$ cat src/rtl/tcbc_pkg.sv
// Package with constants, types and the round function of the TEA CBC block.
`default_nettype none
package tcbc_pkg;
	localparam int TCBC_ROUNDS = 32;
	localparam int TCBC_DW = 32;
	localparam logic [31:0] TCBC_DELTA = 32'h9E37_79B9;
	localparam logic [31:0] TCBC_IV_LOW = 32'h0123_4567;
	localparam logic [31:0] TCBC_IV_HIGH = 32'h89AB_CDEF;

	// input queue depth, a power of two
	localparam int TCBC_QDEPTH = 2;
	localparam int TCBC_QAW = $clog2(TCBC_QDEPTH);

	localparam int TCBC_CFG_IW = 3;
	localparam logic [TCBC_CFG_IW-1:0] CFG_KEY0 = 3'd0;
	localparam logic [TCBC_CFG_IW-1:0] CFG_KEY1 = 3'd1;
	localparam logic [TCBC_CFG_IW-1:0] CFG_KEY2 = 3'd2;
	localparam logic [TCBC_CFG_IW-1:0] CFG_KEY3 = 3'd3;
	localparam logic [TCBC_CFG_IW-1:0] CFG_MODE = 3'd4;

	typedef struct packed {
		logic [3:0][31:0] key;
		logic             decrypt;
	} tcbc_cfg_t;

	typedef struct packed {
		logic [31:0] low;
		logic [31:0] high;
		logic        decrypt;
	} tcbc_word_t;

	function automatic logic [31:0] tcbc_mix(input logic [31:0] w, input logic [31:0] sum,
			input logic [31:0] ka, input logic [31:0] kb);
		return ((w << 4) + ka) ^ (w + sum) ^ ((w >> 5) + kb);
	endfunction
endpackage
`default_nettype wire

$ cat src/rtl/tcbc_ifs.sv
// Valid/ready channel interfaces for input blocks and result blocks.
`default_nettype none
interface tcbc_in_if;
	logic        valid;
	logic        ready;
	logic [31:0] block_low;
	logic [31:0] block_high;
	modport source (output valid, block_low, block_high, input ready);
	modport sink (input valid, block_low, block_high, output ready);
	modport mon (input valid, ready, block_low, block_high);
endinterface

interface tcbc_out_if;
	logic        valid;
	logic        ready;
	logic [31:0] out_low;
	logic [31:0] out_high;
	modport source (output valid, out_low, out_high, input ready);
	modport sink (input valid, out_low, out_high, output ready);
	modport mon (input valid, ready, out_low, out_high);
endinterface
`default_nettype wire

$ cat src/rtl/tcbc_front.sv
// Front end: accepts input words, tags them with the mode and queues them.
`default_nettype none
module tcbc_front
	import tcbc_pkg::*;
(
	input  wire logic       clk,
	input  wire logic       arst_n,
	tcbc_in_if.sink         blk,
	input  wire logic       decrypt,
	output tcbc_word_t      q_word,
	output logic            q_valid,
	input  wire logic       q_ready
);
	tcbc_word_t mem_q [TCBC_QDEPTH];
	logic [TCBC_QAW-1:0] wr_ptr_q;
	logic [TCBC_QAW-1:0] rd_ptr_q;
	logic [TCBC_QAW:0]   cnt_q;
	logic push;
	logic pop;

	assign blk.ready = (cnt_q != (TCBC_QAW+1)'(TCBC_QDEPTH));
	assign q_valid = (cnt_q != '0);
	assign q_word = mem_q[rd_ptr_q];
	assign push = blk.valid && blk.ready;
	assign pop = q_valid && q_ready;

	always_ff @(posedge clk) begin
		if (push) begin
			mem_q[wr_ptr_q] <= '{low: blk.block_low, high: blk.block_high, decrypt: decrypt};
		end
	end

	always_ff @(posedge clk or negedge arst_n) begin
		if (!arst_n) begin
			wr_ptr_q <= '0;
			rd_ptr_q <= '0;
			cnt_q <= '0;
		end else begin
			if (push) begin
				wr_ptr_q <= wr_ptr_q + 1'b1;
			end
			if (pop) begin
				rd_ptr_q <= rd_ptr_q + 1'b1;
			end
			unique case ({push, pop})
				2'b10: cnt_q <= cnt_q + 1'b1;
				2'b01: cnt_q <= cnt_q - 1'b1;
				default: cnt_q <= cnt_q;
			endcase
		end
	end
endmodule
`default_nettype wire

$ cat src/rtl/tcbc_engine.sv
// Back end: iterative TEA rounds, CBC chaining and the result register.
`default_nettype none
module tcbc_engine
	import tcbc_pkg::*;
#(
	parameter int ROUNDS = TCBC_ROUNDS
) (
	input  wire logic       clk,
	input  wire logic       arst_n,
	input  wire tcbc_cfg_t  cfg,
	input  wire logic       iv_load,
	input  wire tcbc_word_t q_word,
	input  wire logic       q_valid,
	output logic            q_ready,
	tcbc_out_if.source      res
);
	localparam int RW = (ROUNDS > 1) ? $clog2(ROUNDS) : 1;
	localparam logic [RW-1:0] LAST = RW'(ROUNDS - 1);
	localparam logic [31:0] SUM_DEC = 32'(64'(TCBC_DELTA) * 64'(ROUNDS));

	logic          busy_q;
	logic          dec_q;
	logic [RW-1:0] rnd_q;
	logic [31:0]   a_q, b_q, sum_q;
	logic [31:0]   ct_low_q, ct_high_q;
	logic [31:0]   chain_low_q, chain_high_q;
	logic          res_valid_q;
	logic [31:0]   res_low_q, res_high_q;

	logic [31:0] na, nb;
	logic [31:0] chain_low_nxt, chain_high_nxt;
	logic last, finish, advance, start;

	always_comb begin
		if (dec_q) begin
			nb = b_q - tcbc_mix(a_q, sum_q, cfg.key[2], cfg.key[3]);
			na = a_q - tcbc_mix(nb, sum_q, cfg.key[0], cfg.key[1]);
		end else begin
			na = a_q + tcbc_mix(b_q, sum_q, cfg.key[0], cfg.key[1]);
			nb = b_q + tcbc_mix(na, sum_q, cfg.key[2], cfg.key[3]);
		end
	end

	assign last = busy_q && (rnd_q == LAST);
	assign finish = last && (!res_valid_q || res.ready);
	assign advance = busy_q && !last;
	assign q_ready = !busy_q || finish;
	assign start = q_valid && q_ready;

	always_comb begin
		priority if (iv_load) begin
			chain_low_nxt = TCBC_IV_LOW;
			chain_high_nxt = TCBC_IV_HIGH;
		end else if (finish && dec_q) begin
			chain_low_nxt = ct_low_q;
			chain_high_nxt = ct_high_q;
		end else if (finish) begin
			chain_low_nxt = na;
			chain_high_nxt = nb;
		end else begin
			chain_low_nxt = chain_low_q;
			chain_high_nxt = chain_high_q;
		end
	end

	always_ff @(posedge clk or negedge arst_n) begin
		if (!arst_n) begin
			busy_q <= 1'b0;
			rnd_q <= '0;
			res_valid_q <= 1'b0;
			chain_low_q <= TCBC_IV_LOW;
			chain_high_q <= TCBC_IV_HIGH;
		end else begin
			chain_low_q <= chain_low_nxt;
			chain_high_q <= chain_high_nxt;
			if (start) begin
				busy_q <= 1'b1;
				rnd_q <= '0;
			end else if (finish) begin
				busy_q <= 1'b0;
			end else if (advance) begin
				rnd_q <= rnd_q + 1'b1;
			end
			if (finish) begin
				res_valid_q <= 1'b1;
			end else if (res.ready) begin
				res_valid_q <= 1'b0;
			end
		end
	end

	always_ff @(posedge clk) begin
		if (start) begin
			dec_q <= q_word.decrypt;
			ct_low_q <= q_word.low;
			ct_high_q <= q_word.high;
			if (q_word.decrypt) begin
				a_q <= q_word.low;
				b_q <= q_word.high;
				sum_q <= SUM_DEC;
			end else begin
				a_q <= q_word.low ^ chain_low_nxt;
				b_q <= q_word.high ^ chain_high_nxt;
				sum_q <= TCBC_DELTA;
			end
		end else if (advance) begin
			a_q <= na;
			b_q <= nb;
			sum_q <= dec_q ? (sum_q - TCBC_DELTA) : (sum_q + TCBC_DELTA);
		end
		if (finish) begin
			res_low_q <= dec_q ? (na ^ chain_low_q) : na;
			res_high_q <= dec_q ? (nb ^ chain_high_q) : nb;
		end
	end

	assign res.valid = res_valid_q;
	assign res.out_low = res_low_q;
	assign res.out_high = res_high_q;
endmodule
`default_nettype wire

$ cat src/rtl/tea_cbc_block_cipher.sv
// Top level of the TEA block cipher in CBC mode.
// Each 64-bit block runs ROUNDS rounds in the round engine (32 by default),
// one full TEA round per cycle on a single shared round unit, but the last
// round waits until the result register is free; the next block enters the
// engine in the cycle its predecessor finishes. A two-word input queue and a
// result register decouple both channels. Writes to any key or mode
// register reload the IV 0x01234567/0x89ABCDEF; configure only while no
// block is in flight.
`default_nettype none
module tea_cbc_block_cipher
	import tcbc_pkg::*;
#(
	parameter int ROUNDS = TCBC_ROUNDS
) (
	input  wire logic                   clk,
	input  wire logic                   arst_n,
	tcbc_in_if.sink                     blk,
	tcbc_out_if.source                  res,
	input  wire logic                   cfg_we,
	input  wire logic [TCBC_CFG_IW-1:0] cfg_index,
	input  wire logic [TCBC_DW-1:0]     cfg_wdata
);
	tcbc_cfg_t  cfg_q;
	tcbc_word_t q_word;
	logic       q_valid;
	logic       q_ready;
	logic       iv_load;

	assign iv_load = cfg_we && (cfg_index <= CFG_MODE);

	always_ff @(posedge clk or negedge arst_n) begin
		if (!arst_n) begin
			cfg_q <= '0;
		end else if (cfg_we) begin
			unique case (cfg_index)
				CFG_KEY0: cfg_q.key[0] <= cfg_wdata;
				CFG_KEY1: cfg_q.key[1] <= cfg_wdata;
				CFG_KEY2: cfg_q.key[2] <= cfg_wdata;
				CFG_KEY3: cfg_q.key[3] <= cfg_wdata;
				CFG_MODE: cfg_q.decrypt <= cfg_wdata[0];
				default: cfg_q <= cfg_q;
			endcase
		end
	end

	tcbc_front u_front (
		.clk     (clk),
		.arst_n  (arst_n),
		.blk     (blk),
		.decrypt (cfg_q.decrypt),
		.q_word  (q_word),
		.q_valid (q_valid),
		.q_ready (q_ready)
	);

	tcbc_engine #(
		.ROUNDS (ROUNDS)
	) u_engine (
		.clk     (clk),
		.arst_n  (arst_n),
		.cfg     (cfg_q),
		.iv_load (iv_load),
		.q_word  (q_word),
		.q_valid (q_valid),
		.q_ready (q_ready),
		.res     (res)
	);
endmodule
`default_nettype wire

$ cat src/flat_wrapper.sv
// flat-port wrapper written by rule: the top's interface ports become plain ports
module tea_cbc_block_cipher_flat import tcbc_pkg::*;
#(
	parameter int ROUNDS = TCBC_ROUNDS
)
  (clk, arst_n, cfg_we, cfg_index, cfg_wdata, blk_valid, blk_block_low, blk_block_high, blk_ready, res_valid, res_out_low, res_out_high, res_ready);
  tcbc_in_if blk_i ();
  tcbc_out_if res_i ();
  input  wire logic clk;
  input  wire logic arst_n;
  input  wire logic cfg_we;
  input  wire logic [TCBC_CFG_IW-1:0] cfg_index;
  input  wire logic [TCBC_DW-1:0] cfg_wdata;
  input wire logic [$bits(blk_i.valid)-1:0] blk_valid;
  input wire logic [$bits(blk_i.block_low)-1:0] blk_block_low;
  input wire logic [$bits(blk_i.block_high)-1:0] blk_block_high;
  output wire logic [$bits(blk_i.ready)-1:0] blk_ready;
  output wire logic [$bits(res_i.valid)-1:0] res_valid;
  output wire logic [$bits(res_i.out_low)-1:0] res_out_low;
  output wire logic [$bits(res_i.out_high)-1:0] res_out_high;
  input wire logic [$bits(res_i.ready)-1:0] res_ready;
  assign blk_i.valid = blk_valid;
  assign blk_i.block_low = blk_block_low;
  assign blk_i.block_high = blk_block_high;
  assign blk_ready = blk_i.ready;
  assign res_valid = res_i.valid;
  assign res_out_low = res_i.out_low;
  assign res_out_high = res_i.out_high;
  assign res_i.ready = res_ready;
  tea_cbc_block_cipher #(.ROUNDS(ROUNDS)) u_core (.clk(clk), .arst_n(arst_n), .blk(blk_i), .res(res_i), .cfg_we(cfg_we), .cfg_index(cfg_index), .cfg_wdata(cfg_wdata));
endmodule
$ cat config.mk
export PLATFORM = sky130hd
export DESIGN_NAME = tea_cbc_block_cipher_flat
export DESIGN_NICKNAME = d
export VERILOG_FILES = /design/src/rtl/tcbc_pkg.sv /design/src/rtl/tcbc_ifs.sv /design/src/rtl/tcbc_front.sv /design/src/rtl/tcbc_engine.sv /design/src/rtl/tea_cbc_block_cipher.sv /design/src/flat_wrapper.sv
export SDC_FILE = /design/constraint.sdc
export NUM_CORES = 2
export LEC_CHECK = 0
export BUFFER_PORTS_ARGS = -buffer_cell sky130_fd_sc_hd__buf_2
export CAP_MARGIN = 20
export CORE_MARGIN = 1.5
export CORE_UTILIZATION = 55
export CTS_CLUSTER_DIAMETER = 100
export DETAILED_ROUTE_END_ITERATION = 8
export HOLD_SLACK_MARGIN = 0.08
export PLACE_DENSITY = 0.83
export SETUP_SLACK_MARGIN = 0.2
export SLEW_MARGIN = 20
export SYNTH_ARGS = -nofsm -noshare
export SYNTH_HDL_FRONTEND = slang
export SYNTH_SLANG_ARGS = --single-unit
$ cat constraint.sdc
create_clock -name clk -period 17.1 [get_ports clk]
set_clock_uncertainty 0.15 [all_clocks]
set_input_delay 3.42 -clock clk [delete_from_list [all_inputs] [get_ports clk]]
set_output_delay 3.42 -clock clk [all_outputs]
set_load 0.01 [all_outputs]
======== Word-level counts from Yosys, hierarchy flattened ========
Memories as Yosys holds them, arrays and structs flattened.
Cells that the tools add are included.
operators by class
  equality and inequality tests ........... 9
  reduce and logical (&&, ||, !) cells .... 24
  $add $sub $neg .......................... 23
  bitwise gates (word level) .............. 12
  multiplexer cells ....................... 30
  order comparisons ....................... 1
  shifts and indexed selects .............. 0
  multipliers ............................. 0
  divide/modulo/power cells ............... 0
operator list
  cell                                                 number
  2-to-1 mux 32 bit                                    19
  bitwise XOR 32 bit                                   12
  adder 32 bit                                         10
  adder 27 x 32 -> 32 bit                              4
  subtractor 32 bit                                    2
  adder 32 bit, second input constant                  1
  subtractor 32 bit, second input constant             1
  2-to-1 mux 31 bit                                    1
  2-to-1 mux 5 bit                                     3
  AND reduction 2 bit                                  6
  nonzero test 2 bit                                   5
  logical AND 1 bit                                    7
  equality test 3 x 2 -> 1 bit, second input constant  2
  2-to-1 mux 1 bit                                     6
  adder 5 x 1 -> 5 bit, second input constant          1
  equality test 5 bit, second input constant           1
  one-hot mux 2 bit (2 select lines)                   1
  equality test 3 x 1 -> 1 bit, second input constant  1
  equality test 3 bit, second input constant           1
  <= comparator 3 bit, second input constant           1
  zero test 1 bit                                      3
  zero test 3 bit                                      1
  adder 1 bit, second input constant                   2
  adder 2 x 1 -> 2 bit, second input constant          1
  other kinds (6)                                      7
word-level totals
  output and inout port bits .............. 66
  bits in latches ......................... 0
  memory bits (writable) .................. 130
  logic and storage cells ................. 121
  flip-flop bits (word level) ............. 429
  memories kept ........................... 1
  memory bits (read-only) ................. 0
memory list
  name                  depth  bits a word  read ports  clocked after memory_dff  write ports  line              RTL
  u_core.u_front.mem_q  2      65           1           0                         1            tcbc_front.sv:14  tcbc_word_t mem_q [TCBC_QDEPTH];

======== Logic depth before layout (Yosys ltp) ========
  depth in word-level cells ............... 15
  gate-level depth with buffers ........... 50

======== Hierarchy ========
Synthesis repeated with hierarchy kept, for this count alone.
second synthesis, totals
  cells, all modules ...................... 4921
  area, all modules ....................... 48261.3 µm²
modules (own cells, without submodules)
  module                cells an instance  sequential area each (µm²)  area an instance (µm²)  instances
  tcbc_engine           4423               8573.2                      38324.3                 1
  tcbc_front            219                4003.8                      5044.8                  1
  tea_cbc_block_cipher  279                3228.1                      4892.2                  1

======== Least setup slack after synthesis ========
No wires, ideal clock.
  kind .................................... register to register
  start ................................... reg u_core.u_engine.sum_q[0]
  end ..................................... reg u_core.u_engine.b_q[31], data pin
  arrival ................................. 8784 ps
  library setup time ...................... 260 ps
  cell stages (with the launch flop) ...... 44
  clock period less this slack ............ 9193 ps
  path buffers ............................ 0
  required time ........................... 16690 ps
  slack ................................... 7907 ps
  cell sequence ........................... edfxtp_1 ha_1 fa_1 a21o_1 a21o_1 a21oi_1 o21ai_0 a21o_1 a21o_1 a21o_1 a21o_1 a21oi_1 xnor3_1 ha_1 and2_1 a22o_1 a21oi_1 a21boi_0 (+8 left out) a21o_1 xnor2_1 xor2_1 ha_1 nand2_1 nor3_1 a221o_1 a31oi_1 o21a_1 o2111ai_1 nand2_1 xor2_1 xnor3_1 xor2_1 mux2i_1 a221oi_1 xor2_1 mux2_2
on the way
  cells in the longest elaborated chain, start to end .. 15
RTL lines
  item                             line                RTL
  from (decl)                      tcbc_engine.sv:24   logic [31:0] a_q, b_q, sum_q;
  from (signal assigned)           tcbc_engine.sv:109  sum_q <= dec_q ? (sum_q - TCBC_DELTA) : (sum_q + TCBC_DELTA);
  adder 32 bit                     tcbc_pkg.sv:34      return ((w << 4) + ka) ^ (w + sum) ^ ((w >> 5) + kb);
  bitwise XOR 32 bit (2 in a row)  tcbc_pkg.sv:34
  adder 32 bit                     tcbc_engine.sv:39   na = a_q + tcbc_mix(b_q, sum_q, cfg.key[0], cfg.key[1]);
  adder 32 bit                     tcbc_pkg.sv:34
  bitwise XOR 32 bit (2 in a row)  tcbc_pkg.sv:34
  adder 32 bit                     tcbc_engine.sv:40   nb = b_q + tcbc_mix(na, sum_q, cfg.key[2], cfg.key[3]);
  2-to-1 mux 32 bit *              tcbc_engine.sv:35   if (dec_q) begin
  2-to-1 mux 32 bit                tcbc_engine.sv:57   end else if (finish) begin
  2-to-1 mux 32 bit                tcbc_engine.sv:54   end else if (finish && dec_q) begin
  2-to-1 mux 32 bit                tcbc_engine.sv:51   priority if (iv_load) begin
  bitwise XOR 32 bit               tcbc_engine.sv:103  b_q <= q_word.high ^ chain_high_nxt;
  2-to-1 mux 32 bit                tcbc_engine.sv:97   if (q_word.decrypt) begin
  2-to-1 mux 32 bit *              tcbc_engine.sv:93   if (start) begin
  to (signal assigned)             tcbc_engine.sv:99   b_q <= q_word.high;
  to (signal assigned)             tcbc_engine.sv:103
  to (signal assigned)             tcbc_engine.sv:108  b_q <= nb;
  to (decl)                        tcbc_engine.sv:24
Every way passes the cells marked *; elsewhere a longest branch is shown, timed or not. The select of a mux whose other input is x is not followed.
A chain may end at the register's enable or synchronous reset.

======== Final worst setup path ========
  start ................................... reg u_core.u_engine.b_q[0]
  end ..................................... reg u_core.u_engine.b_q[31], data pin
on the way
  cells in the longest elaborated chain, start to end .. 15
RTL lines
  item                             line
  adder 32 bit                     tcbc_pkg.sv:34
  bitwise XOR 32 bit (2 in a row)  tcbc_pkg.sv:34
  adder 32 bit                     tcbc_engine.sv:39
  adder 32 bit                     tcbc_pkg.sv:34
  bitwise XOR 32 bit (2 in a row)  tcbc_pkg.sv:34
  adder 32 bit                     tcbc_engine.sv:40
  2-to-1 mux 32 bit *              tcbc_engine.sv:35
  2-to-1 mux 32 bit                tcbc_engine.sv:57
  2-to-1 mux 32 bit                tcbc_engine.sv:54
  2-to-1 mux 32 bit                tcbc_engine.sv:51
  bitwise XOR 32 bit               tcbc_engine.sv:103
  2-to-1 mux 32 bit                tcbc_engine.sv:97
  2-to-1 mux 32 bit *              tcbc_engine.sv:93
Marked as above.

==> key figures <==
Setup path
  – Startpoint types: flip-flop
  – Crit end category: flip-flop
  – Worst r2r src: u_core.u_engine.b_q[0]
  – Critical path's slowest cell: xor2_1
  – Buf/Inv on CP: 0
  – Arrival time worst endpoint: between 10 and 15 ns
  – Max stage delay on crit path: 0.76 ns
  – Critical path fanouts, max: 7
  – WS Path Type: flip-flop to flip-flop
  – Crit path from: u_core.u_engine.b_q[0]
  – CP top delay family: compound AO/OA/AOI/OAI gates
  – Crit path top cell by count: xnor2_1
  – Worst EP required: about 17 ns

Outcome
  – Status: complete, no violations

Detailed routing
  – Post-DRT Antenna Nets: 0
  – Wirelength per Cell: 26.2 um
  – Routed WL: 166 mm
  – Vias per std cell: 6.53
  – DR iter-0 viols: 5813
  – Residual DRC: 0
  – Detailed Routing Iterations Pass 1: 6
  – Via count: ~41000

Synth
  – Mapped cell area: 0.0479 mm2
  – Post-synth EDFFs: 355
  – Synth warn: 0
  – Top-area cell type share of the netlist area: 0.222
  – Syn nets: 5614
  – Flops & latches, synth: 559
  – Post-Syn Instances: 4968
  – Synth top area cells: edfxtp_1 (22%), ha_1 (14%), xnor2_1 (12%)
  – Mean Syn Cell Area: 9.65 um2
  – Yosys cell types: 76
  – Asr flop ratio synth: 0.365
  – Largest area contributor in the netlist: edfxtp_1
  – Sequential cell area fraction in the yosys report: 0.330
  – Ys flop type: edfxtp_1

GRT
  – First-pass GRT wire length: 245 mm
  – Grt met2 use: 0.530
  – Largest net degree at the start of global routing: 117
  – Total GRT Usage: 0.363
  – Vias in the first global route: 39506
  – Gr busiest metal: met1
  – Initial antenna violation count: 10
  – Global routing usage on met1: 0.530
  – Met3 Resource Use GR: 0.0783
  – Overflow after GRT: 0

Timing
  – Final hold viol count: 0
  – Setup_tns: 0 ns
  – Final Critical Period: 11.80 ns
  – Max_slew headroom: 0.195
  – Final setup margin: 5.30 ns
  – Fmax: 84.8 MHz
  – Final Cycle Share: 0.690
  – Unrepaired setup endpoints after global routing: false
  – Least-Margin Pin Slew: 1.20 ns
  – Final Max Tran Viols: 0
  – Setup violations, final: 0

Clocking
  – Hold Buf Count CTS: 0
  – CTS clock-pin slew for the worst setup and hold paths: roughly 0.06 ns
  – PostCTS Resize Cnt: 0
  – H-tree depth: 2
  – Post-CTS Setup Inserts: 0
  – Bufs on Longest Clock Path: 3
  – # clock sinks: 559
  – Worst-Skew Late Latency: 0.67 ns
  – Root buffer cell: clkbuf_16
  – Num CTS Buffers: slightly below 60
  – TritonCTS clock tree: built

Floorplanning
  – Initial Util: 0.554
  – Die area: 0.0889 mm2
  – Ports: 170
  – Die extent in y: 298 um
  – Die W: 298 um
  – Cell Rows: between 100 and 150
  – Core area: 0.0865 mm2

Worst hold path
  – HP Class: flip-flop to flip-flop
  – Hold path startpoint: u_core.cfg_q[64]

Cells and area
  – Area added between synthesis and finish: 9.15%
  – Commonest non-fill, non-tap cell in the layout: xnor2_1
  – Ratio of cells with drive above 1 in the final layout: 0.112
  – Most frequent cells in the layout: xnor2_1 (637), ha_1 (525), a21oi_1 (496)
  – Final net count: 5778
  – Fin area: 0.0523 mm2

Flow run
  – Maximum Capacitance Violations: 0

Placement
  – Placed inst area: around 0.050 mm2
  – Hpwl dp: between 100 and 150 mm
  – Place WS: between 5 and 6 ns
  – Routability Congestion: approximately 1.0
  – PortBufs: 169
-- synthesized netlist by cell type (98+ instances only) --
cell type,number
edfxtp_1,355
xnor2_1,638
nor2_1,261
ha_1,525
a21o_1,299
nand2_1,329
xor2_1,196
mux2_2,188
a21oi_1,496
o21ai_0,325
inv_1,139
nand3_1,98
dfrtp_1,172
-- cells by family after synthesis --
kind of cell / Yosys count / synth area share
buffers and inverters: 251 / 0.0197
xor gates and xnor gates: 838 / 0.154
and+or+nand+nor: 992 / 0.0954
muxes: 208 / 0.0484
DFF: 559 / 0.330
adders and majority gates: 542 / 0.144
AOI/OAI and AO/OA: 1578 / 0.208
-- metal layers --
| layer | vias to the layer above | part of all wire |
|---|---|---|
| met5 | - | 0.000078 |
| met4 | 2 | 0.037 |
| met3 | 358 | 0.13 |
| met2 | 2446 | 0.42 |
| met1 | 19986 | 0.42 |
| li1 | 18633 | - |
-- area by class of cell --
cell class | instances | area, um2
Antenna cell | 3 | 7.51
Clock buffer | 70 | 1570
Clock inverter | 42 | 492
Fill cell | 7201 | 34200
Inverter | 140 | 537
Multi-Input combinational cell | 4158 | 31200
Sequential cell | 559 | 15800
Tap cell | 1155 | 1450
Timing Repair Buffer | 214 | 1200
-- flip-flops by register name (all words and copies together) (netlist names), 2 cells and up --
| register | count |
|---|---|
| u_core.cfg_q | 129 |
| u_core.u_engine.a_q | 32 |
| u_core.u_engine.b_q | 32 |
| u_core.u_engine.chain_high_q | 32 |
| u_core.u_engine.chain_low_q | 32 |
| u_core.u_engine.ct_high_q | 32 |
| u_core.u_engine.ct_low_q | 32 |
| u_core.u_engine.res.out_high | 32 |
| u_core.u_engine.res.out_low | 32 |
| u_core.u_engine.rnd_q | 5 |
| u_core.u_engine.sum_q | 32 |
| u_core.u_front.cnt_q | 2 |
| u_core.u_front.mem_q | 130 |
-- worst paths after layout --
check,endpoint,slack (ns),cells past startpoint
worst max-delay path,u_core.u_engine.b_q[31],5.30,43
worst max register to register,u_core.u_engine.b_q[31],5.30,43
min in group asynchronous,u_core.u_engine.chain_high_q[30],2.68,1
worst min register to register,u_core.cfg_q[64],0.38,1
worst min-delay path,u_core.cfg_q[64],0.38,1
max in group asynchronous,u_core.cfg_q[87],12.67,2
-- through the flow --
step	hold slack [ns]	cells	util
floorplan	0.287	4968	-
global placement	0.357	6224	0.581
detailed placement	0.367	6224	0.581
CTS	0.380	6336	0.604
global route	0.398	6338	0.605
finish	0.377	6341	0.605
Power is not shown: default switching activity piles up to over one toggle a cycle in this logic, so the estimate is an artifact.
